[config.mk]
export PLATFORM = sky130hd
export DESIGN_NAME = mtg_cell
export DESIGN_NICKNAME = d
export VERILOG_FILES = /design/src/design/mtg_pkg.sv /design/src/design/mtg_cell.sv
export SDC_FILE = /design/constraint.sdc
export NUM_CORES = 1
export LEC_CHECK = 0
export BUFFER_PORTS_ARGS = -buffer_cell sky130_fd_sc_hd__buf_4
export CAP_MARGIN = 5
export CORE_MARGIN = 1
export CORE_UTILIZATION = 42
export DETAILED_ROUTE_END_ITERATION = 16
export PLACE_DENSITY = 0.83
export SYNTH_ARGS = -nofsm -noshare
export SYNTH_HDL_FRONTEND = slang
export SYNTH_SLANG_ARGS = --single-unit
export TNS_END_PERCENT = 10
[constraint.sdc]
create_clock -name clk -period 0.8 [get_ports clk]
set_input_delay 0 -clock clk [delete_from_list [all_inputs] [get_ports clk]]
set_output_delay 0 -clock clk [all_outputs]
set_load 0.005 [all_outputs]
[src/design/mtg_pkg.sv]
// shared constants, types and word functions of the mersenne twister generator
package mtg_pkg;

	localparam int STATE_DEPTH = 624;
	localparam int SHIFT_DIST  = 397;
	localparam int WORD_W      = 32;
	localparam int IDX_W       = $clog2(STATE_DEPTH + 1);

	localparam logic [WORD_W-1:0] TWIST_XOR  = 32'h9908_b0df;
	localparam logic [WORD_W-1:0] HIGH_BIT   = 32'h8000_0000;
	localparam logic [WORD_W-1:0] LOW_BITS   = 32'h7fff_ffff;
	localparam logic [WORD_W-1:0] TEMPER_B   = 32'h9d2c_5680;
	localparam logic [WORD_W-1:0] TEMPER_C   = 32'hefc6_0000;
	localparam logic [WORD_W-1:0] SEED_MUL   = 32'd1812433253;
	localparam logic [WORD_W-1:0] SEED_RESET = 32'd5489;

	// control from the top level to the seeding unit
	typedef struct packed {
		logic start;
		logic step;
	} seed_ctrl_t;

	// one step of the twist recurrence
	function automatic logic [WORD_W-1:0] twist_word(
		input logic [WORD_W-1:0] w_cur,
		input logic [WORD_W-1:0] w_nxt,
		input logic [WORD_W-1:0] w_far
	);
		logic [WORD_W-1:0] y;
		logic [WORD_W-1:0] w;
		y = (w_cur & HIGH_BIT) | (w_nxt & LOW_BITS);
		w = w_far ^ (y >> 1);
		if (y[0]) begin
			w = w ^ TWIST_XOR;
		end
		return w;
	endfunction

	// output tempering
	function automatic logic [WORD_W-1:0] temper(input logic [WORD_W-1:0] w_in);
		logic [WORD_W-1:0] y;
		y = w_in;
		y = y ^ (y >> 11);
		y = y ^ ((y << 7) & TEMPER_B);
		y = y ^ ((y << 15) & TEMPER_C);
		y = y ^ (y >> 18);
		return y;
	endfunction

endpackage

[src/design/mtg_cell.sv]
// one state word of the circular shift chain
module mtg_cell (
	input  logic                       clk,
	input  logic                       shift_en,
	input  logic [mtg_pkg::WORD_W-1:0] din,
	output logic [mtg_pkg::WORD_W-1:0] dout
);

	logic [mtg_pkg::WORD_W-1:0] word_q;

	// take the neighbour's word on every shift
	always_ff @(posedge clk) begin
		if (shift_en) begin
			word_q <= din;
		end
	end

	assign dout = word_q;

endmodule

Word-level counts from Yosys, hierarchy flattened
Index checks and enable logic that the tools add are counted.
{ "totals": {"regBits": 32, "latchBits": 0, "mem_bits_rw": 0, "romBits": 0, "in_bits": 34, "elab_cells": 1, "n_memories": 0} }
{ "op_classes": {"n_addsub": 0, "multipliers": 0, "n_div": 0, "n_lt_le_gt_ge": 0, "eq_ne": 0, "shift": 0, "n_mux": 0, "n_bitwise": 0, "reduce_logical": 0} }

Depth between registers and ports, before layout
{ "logic_depth": {"word_depth": 0, "mapped_depth": 0, "ltp_nobuf": 0} }

Worst setup path before layout
Ideal clock, no wire load.
{ "synth_timing": {"kind": "reg-to-output", "from": "register word_q (netlist bit dout[0])", "to": "output port dout[0] (netlist bit)", "t_arrival_ns": 0.355, "t_required_ns": 0.800, "setup_slack_ns": 0.445, "stages_incl_launch_ff": 1, "n_path_buf": 0, "cell_sequence": "edfxtp_1"} }
{ "synth_rtl": {"columns": ["element", "line_no", "rtl"], "rows": [
  ["start: declaration", "mtg_cell.sv:9", "logic [mtg_pkg::WORD_W-1:0] word_q;"],
  ["start signal: assignment", "mtg_cell.sv:14", "word_q <= din;"],
  ["end: declaration", "mtg_cell.sv:6", "output logic [mtg_pkg::WORD_W-1:0] dout"]
]} }
No word-level cell between the ends.

Final worst setup path
{ "layout_timing": {"from": "register word_q (netlist bit dout[20])", "to": "output port dout[20] (netlist bit)"} }
No word-level cell between the ends.

==> results by group <==
Outcome
  – Status: complete, but fails checks
  – Failing checks: negative setup slack

Clocking
  – CTS tree: yes
  – Clk slew on worst S/H paths: 0.10 ns
  – Htree depth: 2
  – TritonCTS buffer count: 5
  – TritonCTS Sinks: 32
  – Clock buffer depth: 2
  – Root buf cell: clkbuf_4

Logic synthesis
  – Top-area cell type share of the netlist area: 100%
  – Simple-gate portion of the synthesized area: 0%
  – Area fraction in compound gates after synthesis: 0%
  – YS warnings: 0
  – Post-synthesis xor/xnor area fraction: 0%
  – Mapped Area: 961 um2
  – Post-Synth Adder-Cell Area: 0%
  – Syn_nets: 66
  – Cells after synthesis: 32
  – Number of synthesized register bits: 32
  – Post-synth top area cell: edfxtp_1
  – Distinct cells, synth: 1
  – Share of the yosys chip area belonging to registers: 100%
  – Mux cell area share after synthesis: 0%
  – Syn_area_per_cell: 30.0 um2
  – Synth area leaders: edfxtp_1 100%

Die
  – DIE AREA: 0.00248 mm2
  – Die W: 49.8 um
  – Starting density of the core: 46.6%
  – Row Count: 16
  – CORE AREA: 0.00206 mm2
  – Chip height: 49.8 um
  – I/O pins: 66

Final layout
  – Fillers: 54
  – Final core occ: 93.0%
  – Share of cells above drive strength 1: 52.6%
  – Layout area overhead: 99.5%
  – Commonest non-fill, non-tap cell in the layout: buf_4
  – Multi-input logic area: 0 um2
  – Most frequent cells in the layout: 55 x buf_4, 32 x edfxtp_1, 32 x dlygate4sd3_1, 10 x buf_6, 5 x clkbuf_4
  – Multi-input gates: 0
  – # diodes: 0
  – Design area: 0.00192 mm2
  – Register Area: 961 um2
  – Post-Layout Cell Count: 164
  – Max reg flops: 32
  – # nets final: 170

Setup path
  – CP cell instances: buf_6
  – Crit-path max FO: 1
  – Slowest-stage cell, CP: edfxtp_1
  – CP peak stage delay: 0.44 ns
  – Top delay family on crit path: flip-flops
  – Req. time, crit path: 0.80 ns
  – CP endpoint kind: output pin
  – CP Buf/Inv Count: 1
  – Setup CP Type: reg2out
  – Critical Path AT: 0.89 ns
  – CP Launch Type: register

Detailed routing
  – Final ANT Viol Nets: 0
  – Metal3 WL: 133 um
  – DRT Pass-1 Iters: 3
  – Vias per cell: 4.33
  – DRT iter0 DRCs: 11
  – DRC violations left: 0
  – Drt total wl: 2800 um
  – Highest metal used: met4
  – Routed wl met2: 1570 um
  – Post-Route M1 WL: 1030 um
  – WL/cell: 17.1 um
  – DR vias: 710

STA
  – Fin Setup TNS: -1.11 ns
  – # setup viols final: 32
  – Post-route worst setup slack: -0.0881 ns
  – Final hold vios: 0
  – Fmax: 1.13 GHz
  – Tmin final: 0.888 ns
  – RSZ-0062 raised after global routing: true
  – Period utilization: 111%
  – Slew @ Worst Pin: 0.385 ns
  – Relative slew slack: 74.4%
  – Slew Viols, Final: 0

Run
  – Max-Cap Viols: 0

Global route
  – Vias in the first global route: 757
  – Gr ovfl total: 0
  – First-pass GRT wire length: 3730 um
  – Pin count of the biggest net entering global routing: 33
  – Total GRT Usage: 22.8%
  – Initial antenna violation count: 0

Worst hold path
  – HP Class: in2reg

Power and ir drop
  – Max IR drop VDD: 1480 uV
  – P_leak: 0.814 nW
  – Overall Power: 0.00372 W
  – Pwr/cell area: 1940 mW/mm2

Placed design
  – Dpl cells: 124
  – Final GP Congestion: 0.731
  – Area post-placement: 0.00148 mm2
  – I/O Buffers: 65
[metal layers]
metal  vias to the layer above  track usage [%]
li1                        335                -
met1                       334             24.1
met2                        33             42.6
met3                         8             6.48
met4                         0             8.10
met5                         -                0
[worst paths after layout]
| path | from | end | slack [ns] | cells after the start |
|---|---|---|---|---|
| setup / recovery | dout[20] | dout[20] | -0.09 | 1 |
| hold / removal | shift_en | dout[27] | 0.13 | 1 |
[cell type report]
cell class / instances / area share [%]
flip-flops and latches: 32 / 50.1
well taps: 27 / 1.76
clock buffers: 6 / 2.15
repair buffers: 97 / 44.1
clock inverters: 2 / 1.83
[synthesized netlist by cell type (all sizes together)]
| master | number |
|---|---|
| edfxtp | 32 |
[logic make-up after synthesis]
kind of cell,count (synthesis)
flip-flops,32
[metrics by stage]
step	hold slack, ns	setup slack [ns]
after floorplan	0.0989	0.445
after global placement	0.178	0.120
after detailed placement	0.179	0.111
after CTS	0.107	-0.109
after global routing	0.120	-0.119
final	0.133	-0.0881
[repair_timing]
action                     CTS  global route
setup buffers                0             0
hold endpoints to repair    32             0
resized for setup            1             9
hold buffers                32             0
pin swaps                    0             0
setup endpoints to repair   32            32
[power by group]
part	internal [W]	leakage, nW	switching [W]
registers	0.00199	0.313	0.0000512
clock network	0.000655	0.0422	0.000500
logic	0.000369	0.458	0.000155
total	0.00302	0.814	0.000706
Power figures use the tool's default switching activity.
