--- config.mk ---
export PLATFORM = sky130hd
export DESIGN_NAME = mtg_seeder
export DESIGN_NICKNAME = d
export VERILOG_FILES = /design/src/design/mtg_pkg.sv /design/src/design/mtg_seeder.sv
export SDC_FILE = /design/constraint.sdc
export NUM_CORES = 1
export LEC_CHECK = 0
export ABC_AREA = 0
export ABC_CLOCK_PERIOD_IN_PS = 10600
export BUFFER_PORTS_ARGS = -buffer_cell sky130_fd_sc_hd__clkbuf_2
export CORE_ASPECT_RATIO = 1.1
export CORE_MARGIN = 5
export CORE_UTILIZATION = 50
export DETAILED_ROUTE_END_ITERATION = 16
export GPL_TIMING_DRIVEN = 1
export PLACE_DENSITY_LB_ADDON = 0.05
export SETUP_SLACK_MARGIN = 0.5
export SKIP_CTS_REPAIR_TIMING = 1
export SLEW_MARGIN = 5
export SYNTH_ARGS = -nofsm -noshare
export SYNTH_HDL_FRONTEND = slang
export SYNTH_SLANG_ARGS = --single-unit
--- constraint.sdc ---
create_clock -name clk -period 10.6 [get_ports clk]
set_input_delay 0.53 -clock clk [delete_from_list [all_inputs] [get_ports clk]]
set_output_delay 0.53 -clock clk [all_outputs]
set_load 0.05 [all_outputs]
--- src/design/mtg_pkg.sv ---
// shared constants, types and word functions of the mersenne twister generator
package mtg_pkg;

	localparam int STATE_DEPTH = 624;
	localparam int SHIFT_DIST  = 397;
	localparam int WORD_W      = 32;
	localparam int IDX_W       = $clog2(STATE_DEPTH + 1);

	localparam logic [WORD_W-1:0] TWIST_XOR  = 32'h9908_b0df;
	localparam logic [WORD_W-1:0] HIGH_BIT   = 32'h8000_0000;
	localparam logic [WORD_W-1:0] LOW_BITS   = 32'h7fff_ffff;
	localparam logic [WORD_W-1:0] TEMPER_B   = 32'h9d2c_5680;
	localparam logic [WORD_W-1:0] TEMPER_C   = 32'hefc6_0000;
	localparam logic [WORD_W-1:0] SEED_MUL   = 32'd1812433253;
	localparam logic [WORD_W-1:0] SEED_RESET = 32'd5489;

	// control from the top level to the seeding unit
	typedef struct packed {
		logic start;
		logic step;
	} seed_ctrl_t;

	// one step of the twist recurrence
	function automatic logic [WORD_W-1:0] twist_word(
		input logic [WORD_W-1:0] w_cur,
		input logic [WORD_W-1:0] w_nxt,
		input logic [WORD_W-1:0] w_far
	);
		logic [WORD_W-1:0] y;
		logic [WORD_W-1:0] w;
		y = (w_cur & HIGH_BIT) | (w_nxt & LOW_BITS);
		w = w_far ^ (y >> 1);
		if (y[0]) begin
			w = w ^ TWIST_XOR;
		end
		return w;
	endfunction

	// output tempering
	function automatic logic [WORD_W-1:0] temper(input logic [WORD_W-1:0] w_in);
		logic [WORD_W-1:0] y;
		y = w_in;
		y = y ^ (y >> 11);
		y = y ^ ((y << 7) & TEMPER_B);
		y = y ^ ((y << 15) & TEMPER_C);
		y = y ^ (y >> 18);
		return y;
	endfunction

endpackage

--- src/design/mtg_seeder.sv ---
// seeding recurrence: one new pool word per step from the multiplier chain
module mtg_seeder (
	input  logic                       clk,
	input  logic                       arst_n,
	input  logic [mtg_pkg::WORD_W-1:0] seed_value,
	input  mtg_pkg::seed_ctrl_t        ctrl,
	output logic [mtg_pkg::WORD_W-1:0] seed_word,
	output logic                       last
);

	logic [mtg_pkg::WORD_W-1:0] x_q;
	logic [mtg_pkg::IDX_W-1:0]  idx_q;
	logic [mtg_pkg::WORD_W-1:0] mix;
	logic [mtg_pkg::WORD_W-1:0] prod;
	logic [mtg_pkg::WORD_W-1:0] x_next;

	// x[i] = mul * (x[i-1] ^ (x[i-1] >> 30)) + i, modulo 2^32
	assign mix    = x_q ^ (x_q >> 30);
	assign prod   = mix * mtg_pkg::SEED_MUL;
	assign x_next = prod + mtg_pkg::WORD_W'(idx_q);

	// index of the word held in x_q plus one
	always_ff @(posedge clk or negedge arst_n) begin
		if (!arst_n) begin
			idx_q <= '0;
		end else if (ctrl.start) begin
			idx_q <= mtg_pkg::IDX_W'(1);
		end else if (ctrl.step) begin
			idx_q <= idx_q + mtg_pkg::IDX_W'(1);
		end
	end

	// current pool word of the recurrence
	always_ff @(posedge clk) begin
		if (ctrl.start) begin
			x_q <= seed_value;
		end else if (ctrl.step) begin
			x_q <= x_next;
		end
	end

	assign seed_word = x_q;
	assign last      = (idx_q == mtg_pkg::IDX_W'(mtg_pkg::STATE_DEPTH));

endmodule

[Yosys cells after proc, flatten, opt, wreduce, memory -nomap -nowiden]
Cells that the tools add are included.
Widths: inputs -> output; s select.
Word-level totals
  flip-flop bits (word level): 42
  input port bits: 36
  output and inout bits: 33
  logic and storage cells: 12
Operators by class
  add/subtract/negate cells: 2
  multipliers: 1
  eq/ne operators: 1
  multiplexer cells: 4
  bitwise gates (word level): 1
  reductions and logical operators: 1
Operators with widths (count)
  $mux 32: 2
  $add 32x10->32: 1
  $mul 32x31->32 const B: 1
  $xor 32x2->32: 1
  $mux 10: 2
  $add 10x1->10 const B: 1
  $eq 10x10->1 const B: 1
  $reduce_bool 2->1: 1

[Depth between registers and ports, before layout]
Gate-level depths: netlist (run 1).
  depth in word-level cells: 5
  mapped depth: 26

[Worst setup path before layout (run 1)]
No wires, ideal clock.
  path type: reg-to-reg
  start point: register x_q (netlist bit seed_word[31])
  end point: register x_q (netlist bit seed_word[31]) (data pin)
  data arrival time: 6.524 ns
  required time: 10.326 ns
  slack: 3.802 ns
  cell stages (with the launch flop): 27
  path buffers: 1
  period minus slack after synthesis: 6.798 ns
  cell sequence: edfxtp_1 -> xor2_1 -> inv_1 -> xnor2_1 -> ha_1 -> or2_2 -> ha_1 -> inv_1 -> fa_1 -> inv_1 -> ha_1 -> fa_1 -> fa_1 -> fa_1 -> inv_1 -> fa_1 -> inv_1 -> ha_1 -> clkbuf_2 -> nand3_1 -> nor3_1 -> nand2_1 -> a31o_2 -> a211o_1 -> and4b_1 -> nand2_1 -> o211ai_1
On the way
  cells in the longest elaborated chain, start to end: 5
Ends and longest elaborated chain
  from (decl): line mtg_seeder.sv:11  | logic [mtg_pkg::WORD_W-1:0] x_q;
  from (signal assigned): line mtg_seeder.sv:36  | x_q <= seed_value;
  from (signal assigned): line mtg_seeder.sv:38  | x_q <= x_next;
  $xor 32x2->32: line mtg_seeder.sv:18  | assign mix = x_q ^ (x_q >> 30);
  $mul 32x31->32: line mtg_seeder.sv:19  | assign prod = mix * mtg_pkg::SEED_MUL;
  $add 32x10->32: line mtg_seeder.sv:20  | assign x_next = prod + mtg_pkg::WORD_W'(idx_q);
  $mux 32: line mtg_seeder.sv:37  | end else if (ctrl.step) begin
  $mux 32: line mtg_seeder.sv:35  | if (ctrl.start) begin
No other way between the ends. The select of a mux whose other input is x is not followed.
A chain may end at the register's enable or synchronous reset.

[Final worst setup path (run 1)]
  start point: register x_q (netlist bit seed_word[31])
  end point: register x_q (netlist bit seed_word[30]) (data pin)
Same word-level chain as after synthesis.

==> impl_metrics.env, run 1 <==
export IMPL_finish_net_count=1515
export IMPL_drc_errors=0
export IMPL_crit_path_end="seed_word[30]"
export IMPL_synth_compound_area_share_pct=7.111
export IMPL_synth_cells=1015
export IMPL_grt_pass1_wl_microns=41240
export IMPL_fp_coreArea_sq_mm=0.02037
export IMPL_finalHoldViolCount=0
export IMPL_cts_tree="built"
export IMPL_ys_seq_area_share_pct=11.83
export IMPL_ys_top_cells_by_count="inv_1 (271), ha_1 (239), fa_1 (153), nand2_1 (50), xnor2_1 (42)"
export IMPL_synthMuxAreaShare_pct=0.7453
export IMPL_yosys_warnings=0
export IMPL_hp_class="in -> async"
export IMPL_maxClockFrequency_ghz=0.1415
export IMPL_grt_pass1_vias=7633
export IMPL_yosys_top_cells_area="fa_1 (30%), ha_1 (29%), inv_1 (9.9%)"
export IMPL_place_congestion=0.8561
export IMPL_clockBufferDepth=2
export IMPL_grt_usage_pct=22.57
export IMPL_cts_sinks=42
export IMPL_setup_tns_ns=0
export IMPL_r2r_end="seed_word[30]"
export IMPL_wirelength_microns=25190
export IMPL_antenna_left=0
export IMPL_startpoint_type="flip-flop"
export IMPL_slew_headroom_pct=40.53
export IMPL_reg2reg_from="seed_word[31]"
export IMPL_end_kind="flip-flop"
export IMPL_synth_xor_area_share_pct=4.960
export IMPL_fin_skew_ns=0.01279
export IMPL_start_util_pct=50.28
export IMPL_maxCapViolations=0
export IMPL_io_buffers=68
export IMPL_grt_max_degree=77
export IMPL_r2r_cells=25
export IMPL_numCtsBuffers=5
export IMPL_wire_per_inst_microns=18.74
export IMPL_vias_per_cell=5.180
export IMPL_hpwl_microns=20920
export IMPL_tightest_slew_ns=0.8920
export IMPL_synth_simple_area_share_pct=5.889
export IMPL_synthAdderAreaFrac_pct=59.11
export IMPL_synthFlopType="edfxtp_1"
export IMPL_cp_required_ns=10.62
export IMPL_clock_latency_ns=0.30
export IMPL_root_buffer="clkbuf_16"
export IMPL_syn2layout_area_growth_pct=8.406
export IMPL_htree_levels=2
export IMPL_io_pin_count=69
export IMPL_syn_area_sq_mm=0.01024
export IMPL_synth_area_leader_cell="fa_1"
export IMPL_avgSynthCellArea_sq_um=10.09
export IMPL_cts_clk_slew_worst_paths_ns=0.07
export IMPL_drive_gt1_share_pct=9.743
export IMPL_async_flop_share_pct=23.81
export IMPL_critical_path_class="reg -> reg"
export IMPL_synth_edff_count=32
export IMPL_ys_types=53
export IMPL_finalMaxSlewViolations=0
export IMPL_die_x_microns=146.5
export IMPL_ys_seq_elements=42
export IMPL_num_vias=6962
export IMPL_fillers=1977
export IMPL_die_area_sq_mm=0.02345
export IMPL_worst_endpoint_arrival_ns=7.09
export IMPL_antenna_found_initial=0
export IMPL_fp_row_count=55
export IMPL_dr_pass1_iters=4
export IMPL_period_needed_ns=7.068
export IMPL_final_period_utilization_pct=66.68
export IMPL_cp_max_fo=8
export IMPL_critPathLaunch="seed_word[31]"
export IMPL_yosysMostFrequentCell="inv_1"
export IMPL_syn_num_nets=1443
export IMPL_outcome="completed"
export IMPL_antenna_cells=0
export IMPL_synth_top_family_by_area="adder cells"
export IMPL_rsz0062_at_grt="no"
export IMPL_grt_ovfl_total=0
export IMPL_setup_viol=0
export IMPL_drt_iter0_markers=224
export IMPL_synth_top_area_share_pct=29.91
export IMPL_fp_dieH_microns=160.1
export IMPL_regArea_sq_mm=0.001211
export IMPL_multi_input_area_sq_mm=0.007969
export IMPL_r2r_slack_ns=3.53
-- cells by family after synthesis --
kind of cell,count (synthesis)
AO/OA/AOI/OAI,107
flip-flops,42
XOR/XNOR,58
buffers and inverters,282
multiplexers,7
AND/OR/NAND/NOR,127
adder cells (fa/ha/maj),392
-- metrics by stage --
step / instances / utilization (%) / hold WS, ns / setup slack, ns / cell area, sq um
after global routing: 1344 / 54.50 / 0.1028 / 3.194 / 11100
after CTS: 1344 / 54.50 / 0.09420 / 3.523 / 11100
final: 1344 / 54.50 / 0.09387 / 3.532 / 11100
after floorplan: 1015 / - / 0.2344 / 3.802 / 10240
after detailed placement: 1336 / 53.60 / 0.4166 / 3.527 / 10920
after global placement: 1336 / 53.60 / 0.4205 / 3.572 / 10920
-- sequential cells by signal, indices dropped and copies added, names as in the netlist --
signal and flops:
seed_word 32, idx_q 10
-- worst max-delay path, cell delays in order (launching register included) --
cell	delay, ns
edfxtp_1	0.44
xor2_1	0.17
buf_4	0.23
inv_1	0.11
xnor2_1	0.32
ha_1	0.29
or2_2	0.29
ha_1	0.27
inv_1	0.05
fa_1	0.47
inv_1	0.04
ha_1	0.18
fa_1	0.47
fa_1	0.52
fa_1	0.49
inv_1	0.04
fa_1	0.49
inv_1	0.05
ha_1	0.40
nand3_1	0.16
nor3_1	0.33
nand3_1	0.13
a211o_1	0.35
a311oi_2	0.27
o21a_1	0.16
o31ai_2	0.06
-- worst min-delay path by stage --
stage,startpoint,to,slack [ns]
3_5_place_dp,arst_n,idx_q[2],0.42
5_1_grt,arst_n,idx_q[1],0.10
3_3_place_gp,arst_n,idx_q[2],0.42
4_1_cts,arst_n,idx_q[2],0.09
2_1_floorplan,arst_n,idx_q[0],0.23
6_report,arst_n,idx_q[1],0.09
-- metal layers --
| layer | GRT usage [%] | wire [microns] |
|---|---|---|
| met1 | 30.55 | 11510 |
| met5 | 0 | 0 |
| met2 | 39.92 | 12510 |
| met3 | 2.128 | 778 |
| met4 | 3.978 | 393 |
-- layout by cell type (no fill, tap or decap), drive strengths merged, types with 5 or more instances in the layout --
cell and count:
a21oi 23, o31ai 7, dfrtp 10, clkbuf 75, nand2 50, nand3 12, inv 271, edfxtp 32
xor2 16, o21ai 30, nand2b 7, fa 153, mux2 5, buf 8, a211oi 6, nor2b 5
nor3 9, nor2 20, o21a 6, xnor2 42, a21o 8, ha 239
-- final cells by class --
type	instances	share of cell area [%]
well taps	256	2.885
clock inverters	1	0.07889
repair buffers	76	3.606
clock buffers	7	1.578
flip-flops and latches	42	10.91
inverters	271	9.163
multi-input cells	691	71.78
Power of run 1 is not shown: default switching activity piles up to over one toggle a cycle in this logic, so the estimate is an artifact.
==> inputs of run 2 (changes only) <==
Settings changed: ABC_CLOCK_PERIOD_IN_PS 10600 to 7000.
Clock period 10.6 ns to 7 ns, I/O delays scaled along.
==> impl_metrics.env, run 2 (synthesis gave the netlist of run 1 again) <==
export IMPL_r2r_cells=21
export IMPL_worst_endpoint_arrival_ns=6.53
export IMPL_dr_pass1_iters=8
export IMPL_io_buffers=68
export IMPL_die_x_microns=146.5
export IMPL_grt_ovfl_total=0
export IMPL_start_util_pct=50.28
export IMPL_setup_tns_ns=0
export IMPL_fin_skew_ns=0.01623
export IMPL_syn2layout_area_growth_pct=14.90
export IMPL_grt_pass1_wl_microns=43170
export IMPL_maxCapViolations=0
export IMPL_numCtsBuffers=5
export IMPL_cp_slowest_stage_delay_ns=0.56
export IMPL_hold_depth=3
export IMPL_path_common_cell="fa_1"
export IMPL_largest_reg_flops=32
export IMPL_drt_iter0_markers=209
export IMPL_period_needed_ns=6.383
export IMPL_root_buffer="clkbuf_16"
export IMPL_antenna_left=0
export IMPL_critical_path_class="reg -> reg"
export IMPL_rsz0062_at_grt="yes"
export IMPL_num_vias=7238
export IMPL_fp_coreArea_sq_mm=0.02037
export IMPL_outcome="completed"
export IMPL_drive_gt1_share_pct=16.74
export IMPL_clockBufferDepth=2
export IMPL_place_congestion=0.8623
export IMPL_drc_errors=0
export IMPL_htree_levels=2
export IMPL_final_period_utilization_pct=91.19
export IMPL_vias_per_cell=5.181
export IMPL_finalHoldViolCount=0
export IMPL_reg2reg_from="seed_word[17]"
export IMPL_r2r_slack_ns=0.62
export IMPL_grt_max_degree=77
export IMPL_cts_tree="built"
export IMPL_stdcell_area_sq_mm=0.01177
export IMPL_cp_max_fo=9
export IMPL_end_kind="flip-flop"
export IMPL_die_area_sq_mm=0.02345
export IMPL_slew_headroom_pct=35.11
export IMPL_final_cell_mix="inv_1 (267), ha_1 (227), fa_1 (152)"
export IMPL_min_to="seed_word[22]"
export IMPL_critical_path_top_delay_family="adder cells"
export IMPL_crit_slowest_cell="edfxtp_1"
export IMPL_cts_clk_slew_worst_paths_ns=0.08
export IMPL_hpwl_microns=23290
export IMPL_grt_usage_pct=23.99
export IMPL_place_area_sq_mm=0.01108
export IMPL_r2r_end="seed_word[30]"
export IMPL_maxClockFrequency_ghz=0.1567
export IMPL_final_common_cell="inv_1"
export IMPL_grt_pass1_vias=7901
export IMPL_io_pin_count=69
export IMPL_setup_viol=0
export IMPL_cp_cell_sequence="ha_1 > ha_1 > fa_1 > inv_1 > fa_1 > inv_1 > fa_1 > fa_1 > fa_1 > inv_1 > fa_1 > inv_1 > ha_4 > nand2_1 > nor3_4 > nand3_1 > a211o_1 > a311oi_2 > buf_4 > nor3_4 > o31ai_2"
export IMPL_finalMaxSlewViolations=0
export IMPL_finish_net_count=1568
export IMPL_hold_start="seed_value[22]"
export IMPL_wire_per_inst_microns=19.47
export IMPL_antenna_found_initial=0
export IMPL_cts_sinks=42
export IMPL_antenna_cells=0
export IMPL_tightest_slew_ns=0.9734
export IMPL_wirelength_microns=27200
export IMPL_hp_class="in -> reg"
export IMPL_cp_required_ns=7.14
export IMPL_fp_dieH_microns=160.1
export IMPL_fp_row_count=55
export IMPL_startpoint_type="flip-flop"
export IMPL_clock_latency_ns=0.31
export IMPL_path_buf_inv=5
run 2: area by class of cell:
| class | count | area (sq um) |
|---|---|---|
| flip-flops and latches | 42 | 1211 |
| inverters | 271 | 1017 |
| well taps | 256 | 320.3 |
| fillers | 1859 | 8602 |
| clock buffers | 6 | 150.1 |
| clock inverters | 2 | 13.76 |
| repair buffers | 129 | 837.1 |
| multi-input cells | 691 | 8218 |
run 2: worst max-delay path by stage:
stage                  startpoint             to  slack [ns]  depth (start not counted)
floorplan           seed_word[31]  seed_word[31]        0.51                         26
global placement    seed_word[30]  seed_word[30]        0.45                         23
detailed placement  seed_word[31]  seed_word[30]        0.44                         24
CTS                 seed_word[17]  seed_word[30]        0.44                         20
global route        seed_word[31]  seed_word[30]        0.36                         26
finish              seed_word[17]  seed_word[30]        0.62                         21
run 2: through the flow:
step                      utilization [%]  hold WS [ns]  instances  worst slack (ns)
final                               57.77        0.3163       1397            0.6165
after floorplan                         -       0.05441       1015            0.5086
after global placement              54.38        0.2383       1352            0.4450
after global routing                57.77        0.3372       1397            0.3619
after CTS                           55.18      -0.09248       1360            0.4367
after detailed placement            54.38        0.2376       1352            0.4366
run 2: layer usage:
metal,wire length [microns],global-route usage (%),up-vias
met5,0,0,-
met4,569,5.133,0
met3,781,2.384,34
met2,14030,44.05,105
met1,11820,30.64,3596
li1,-,-,3503
run 2: tightest hold or removal path, cell delays in order:
cell      delay, ns
clkbuf_2       0.08
nand2_1        0.04
o21ai_0        0.06
Power of run 2 is left out for the same reason.
==> inputs of run 3 (changes only) <==
Settings changed: ABC_AREA 0 to 1.
==> impl_metrics.env, run 3 <==
export IMPL_worst_endpoint_arrival_ns=6.26
export IMPL_fp_row_count=56
export IMPL_yosysMostFrequentCell="inv_1"
export IMPL_syn_area_sq_mm=0.01085
export IMPL_finalHoldViolCount=0
export IMPL_setup_tns_ns=0
export IMPL_root_buffer="clkbuf_16"
export IMPL_num_vias=8377
export IMPL_dr_pass1_iters=5
export IMPL_finish_net_count=1774
export IMPL_fin_skew_ns=0.007791
export IMPL_async_flop_share_pct=23.81
export IMPL_grt_max_degree=35
export IMPL_outcome="completed"
export IMPL_grt_usage_pct=26.26
export IMPL_antenna_left=0
export IMPL_antenna_cells=0
export IMPL_ys_seq_area_share_pct=11.16
export IMPL_cp_max_fo=6
export IMPL_rsz0062_at_grt="no"
export IMPL_htree_levels=2
export IMPL_drive_gt1_share_pct=11.73
export IMPL_die_area_sq_mm=0.02475
export IMPL_final_cell_mix="inv_1 (327), ha_1 (236), nand2_1 (205)"
export IMPL_critical_path_top_delay_family="adder cells"
export IMPL_drt_iter0_markers=355
export IMPL_vias_per_cell=5.117
export IMPL_maxCapViolations=0
export IMPL_place_congestion=0.9435
export IMPL_fillers=2074
export IMPL_final_period_utilization_pct=88.71
export IMPL_wire_per_inst_microns=18.66
export IMPL_cp_slowest_stage_delay_ns=0.50
export IMPL_yosys_warnings=0
export IMPL_cts_clk_slew_worst_paths_ns=0.07
export IMPL_cts_sinks=42
export IMPL_setup_viol=0
export IMPL_cts_tree="built"
export IMPL_fp_coreArea_sq_mm=0.02137
export IMPL_synth_top_area_share_pct=28.23
export IMPL_hpwl_microns=26810
export IMPL_wirelength_microns=30540
export IMPL_regArea_sq_mm=0.001211
export IMPL_grt_pass1_vias=8926
export IMPL_multi_input_area_sq_mm=0.008413
export IMPL_hp_class="in -> reg"
export IMPL_cp_required_ns=7.05
export IMPL_tightest_slew_ns=0.7599
export IMPL_path_buf_inv=6
export IMPL_period_needed_ns=6.210
export IMPL_syn_num_nets=1670
export IMPL_clockBufferDepth=2
export IMPL_critical_path_class="reg -> reg"
export IMPL_ys_seq_elements=42
export IMPL_avgSynthCellArea_sq_um=8.736
export IMPL_antenna_found_initial=0
export IMPL_die_x_microns=150.5
export IMPL_final_common_cell="inv_1"
export IMPL_io_buffers=68
export IMPL_synthFlopType="edfxtp_1"
export IMPL_drc_errors=0
export IMPL_slew_headroom_pct=49.34
export IMPL_numCtsBuffers=5
export IMPL_yosys_top_cells_area="fa_1 (28%), ha_1 (28%), inv_1 (11%)"
export IMPL_finalMaxSlewViolations=0
export IMPL_largest_reg_flops=32
export IMPL_synth_area_leader_cell="fa_1"
export IMPL_end_kind="flip-flop"
export IMPL_ys_top_cells_by_count="inv_1 (328), ha_1 (239), nand2_1 (206), fa_1 (153), nand3_1 (58)"
export IMPL_syn2layout_area_growth_pct=10.85
export IMPL_synth_edff_count=32
export IMPL_maxClockFrequency_ghz=0.1610
export IMPL_io_pin_count=69
export IMPL_grt_ovfl_total=0
export IMPL_ys_types=46
export IMPL_startpoint_type="flip-flop"
export IMPL_clock_latency_ns=0.29
export IMPL_fp_dieH_microns=164.5
export IMPL_grt_pass1_wl_microns=48600
export IMPL_crit_slowest_cell="fa_1"
export IMPL_synth_cells=1242
export IMPL_start_util_pct=50.77
run 3: worst reg2reg max path, stage by stage, from the launching register on:
cell and delay, ns:
edfxtp_1 0.49, xnor2_2 0.31, xnor2_2 0.15, inv_2 0.09, ha_1 0.18, or2_2 0.29
ha_1 0.27, inv_1 0.04, fa_1 0.47, inv_1 0.04, ha_1 0.18, fa_1 0.46
fa_1 0.50, fa_1 0.49, inv_1 0.06, fa_1 0.48, inv_1 0.05, ha_2 0.37
nand2_1 0.17, nor2_2 0.18, inv_1 0.10, nor3_2 0.14, nand4_1 0.11, nand3_1 0.12
nand2_1 0.06, nand3_1 0.08, nand2_1 0.06
run 3: through the flow:
step / utilization (%) / area [sq um] / setup WS [ns] / instances / hold slack, ns
floorplan: - / 10850 / 0.7938 / 1242 / 0.05441
CTS: 55.34 / 11830 / 0.5792 / 1622 / -0.07672
finish: 56.28 / 12030 / 0.7902 / 1637 / 0.3237
global route: 56.28 / 12030 / 0.4810 / 1637 / 0.3332
detailed placement: 54.59 / 11670 / 0.6046 / 1614 / 0.2408
global placement: 54.59 / 11670 / 0.6192 / 1614 / 0.2355
run 3: layout make-up:
class                           instances  area share (%)
Clock buffer                            6           1.248
Clock inverter                          2         0.08322
Inverter                              329           10.27
Multi-Input combinational cell        863           69.95
Sequential cell                        42           10.07
Tap cell                              290           3.017
Timing Repair Buffer                  105           5.368
run 3: path summary, 6_finish.rpt:
kind                                      end  slack, ns     startpoint  depth (start not counted)
worst max register to register  seed_word[26]       0.79  seed_word[30]                         26
worst min-delay path             seed_word[5]       0.32  seed_value[5]                          3
worst min register to register       idx_q[8]       0.46       idx_q[7]                          1
min in group asynchronous            idx_q[3]       0.45         arst_n                          2
worst max-delay path            seed_word[26]       0.79  seed_word[30]                         26
max in group asynchronous            idx_q[7]       6.33         arst_n                          2
run 3: layer usage:
layer  vias up  global-route usage, %  part of all wire, %
li1       4085                      -                    -
met1      4095                  33.08                   43
met2       156                  46.99                   51
met3        41                  2.744                  3.6
met4         0                  8.777                  3.2
met5         -                      0                    0
run 3: kinds of logic (layout without fill, tap and decap cells):
| family | after synthesis | after routing | synth area share [%] |
|---|---|---|---|
| buffers and inverters | 337 | 442 | 11.87 |
| AO/OA/AOI/OAI | 100 | 100 | 5.743 |
| XOR/XNOR | 19 | 19 | 1.534 |
| flip-flops | 42 | 42 | 11.16 |
| AND/OR/NAND/NOR | 352 | 352 | 13.91 |
| adder cells (fa/ha/maj) | 392 | 392 | 55.79 |
Power of run 3 is left out for the same reason.
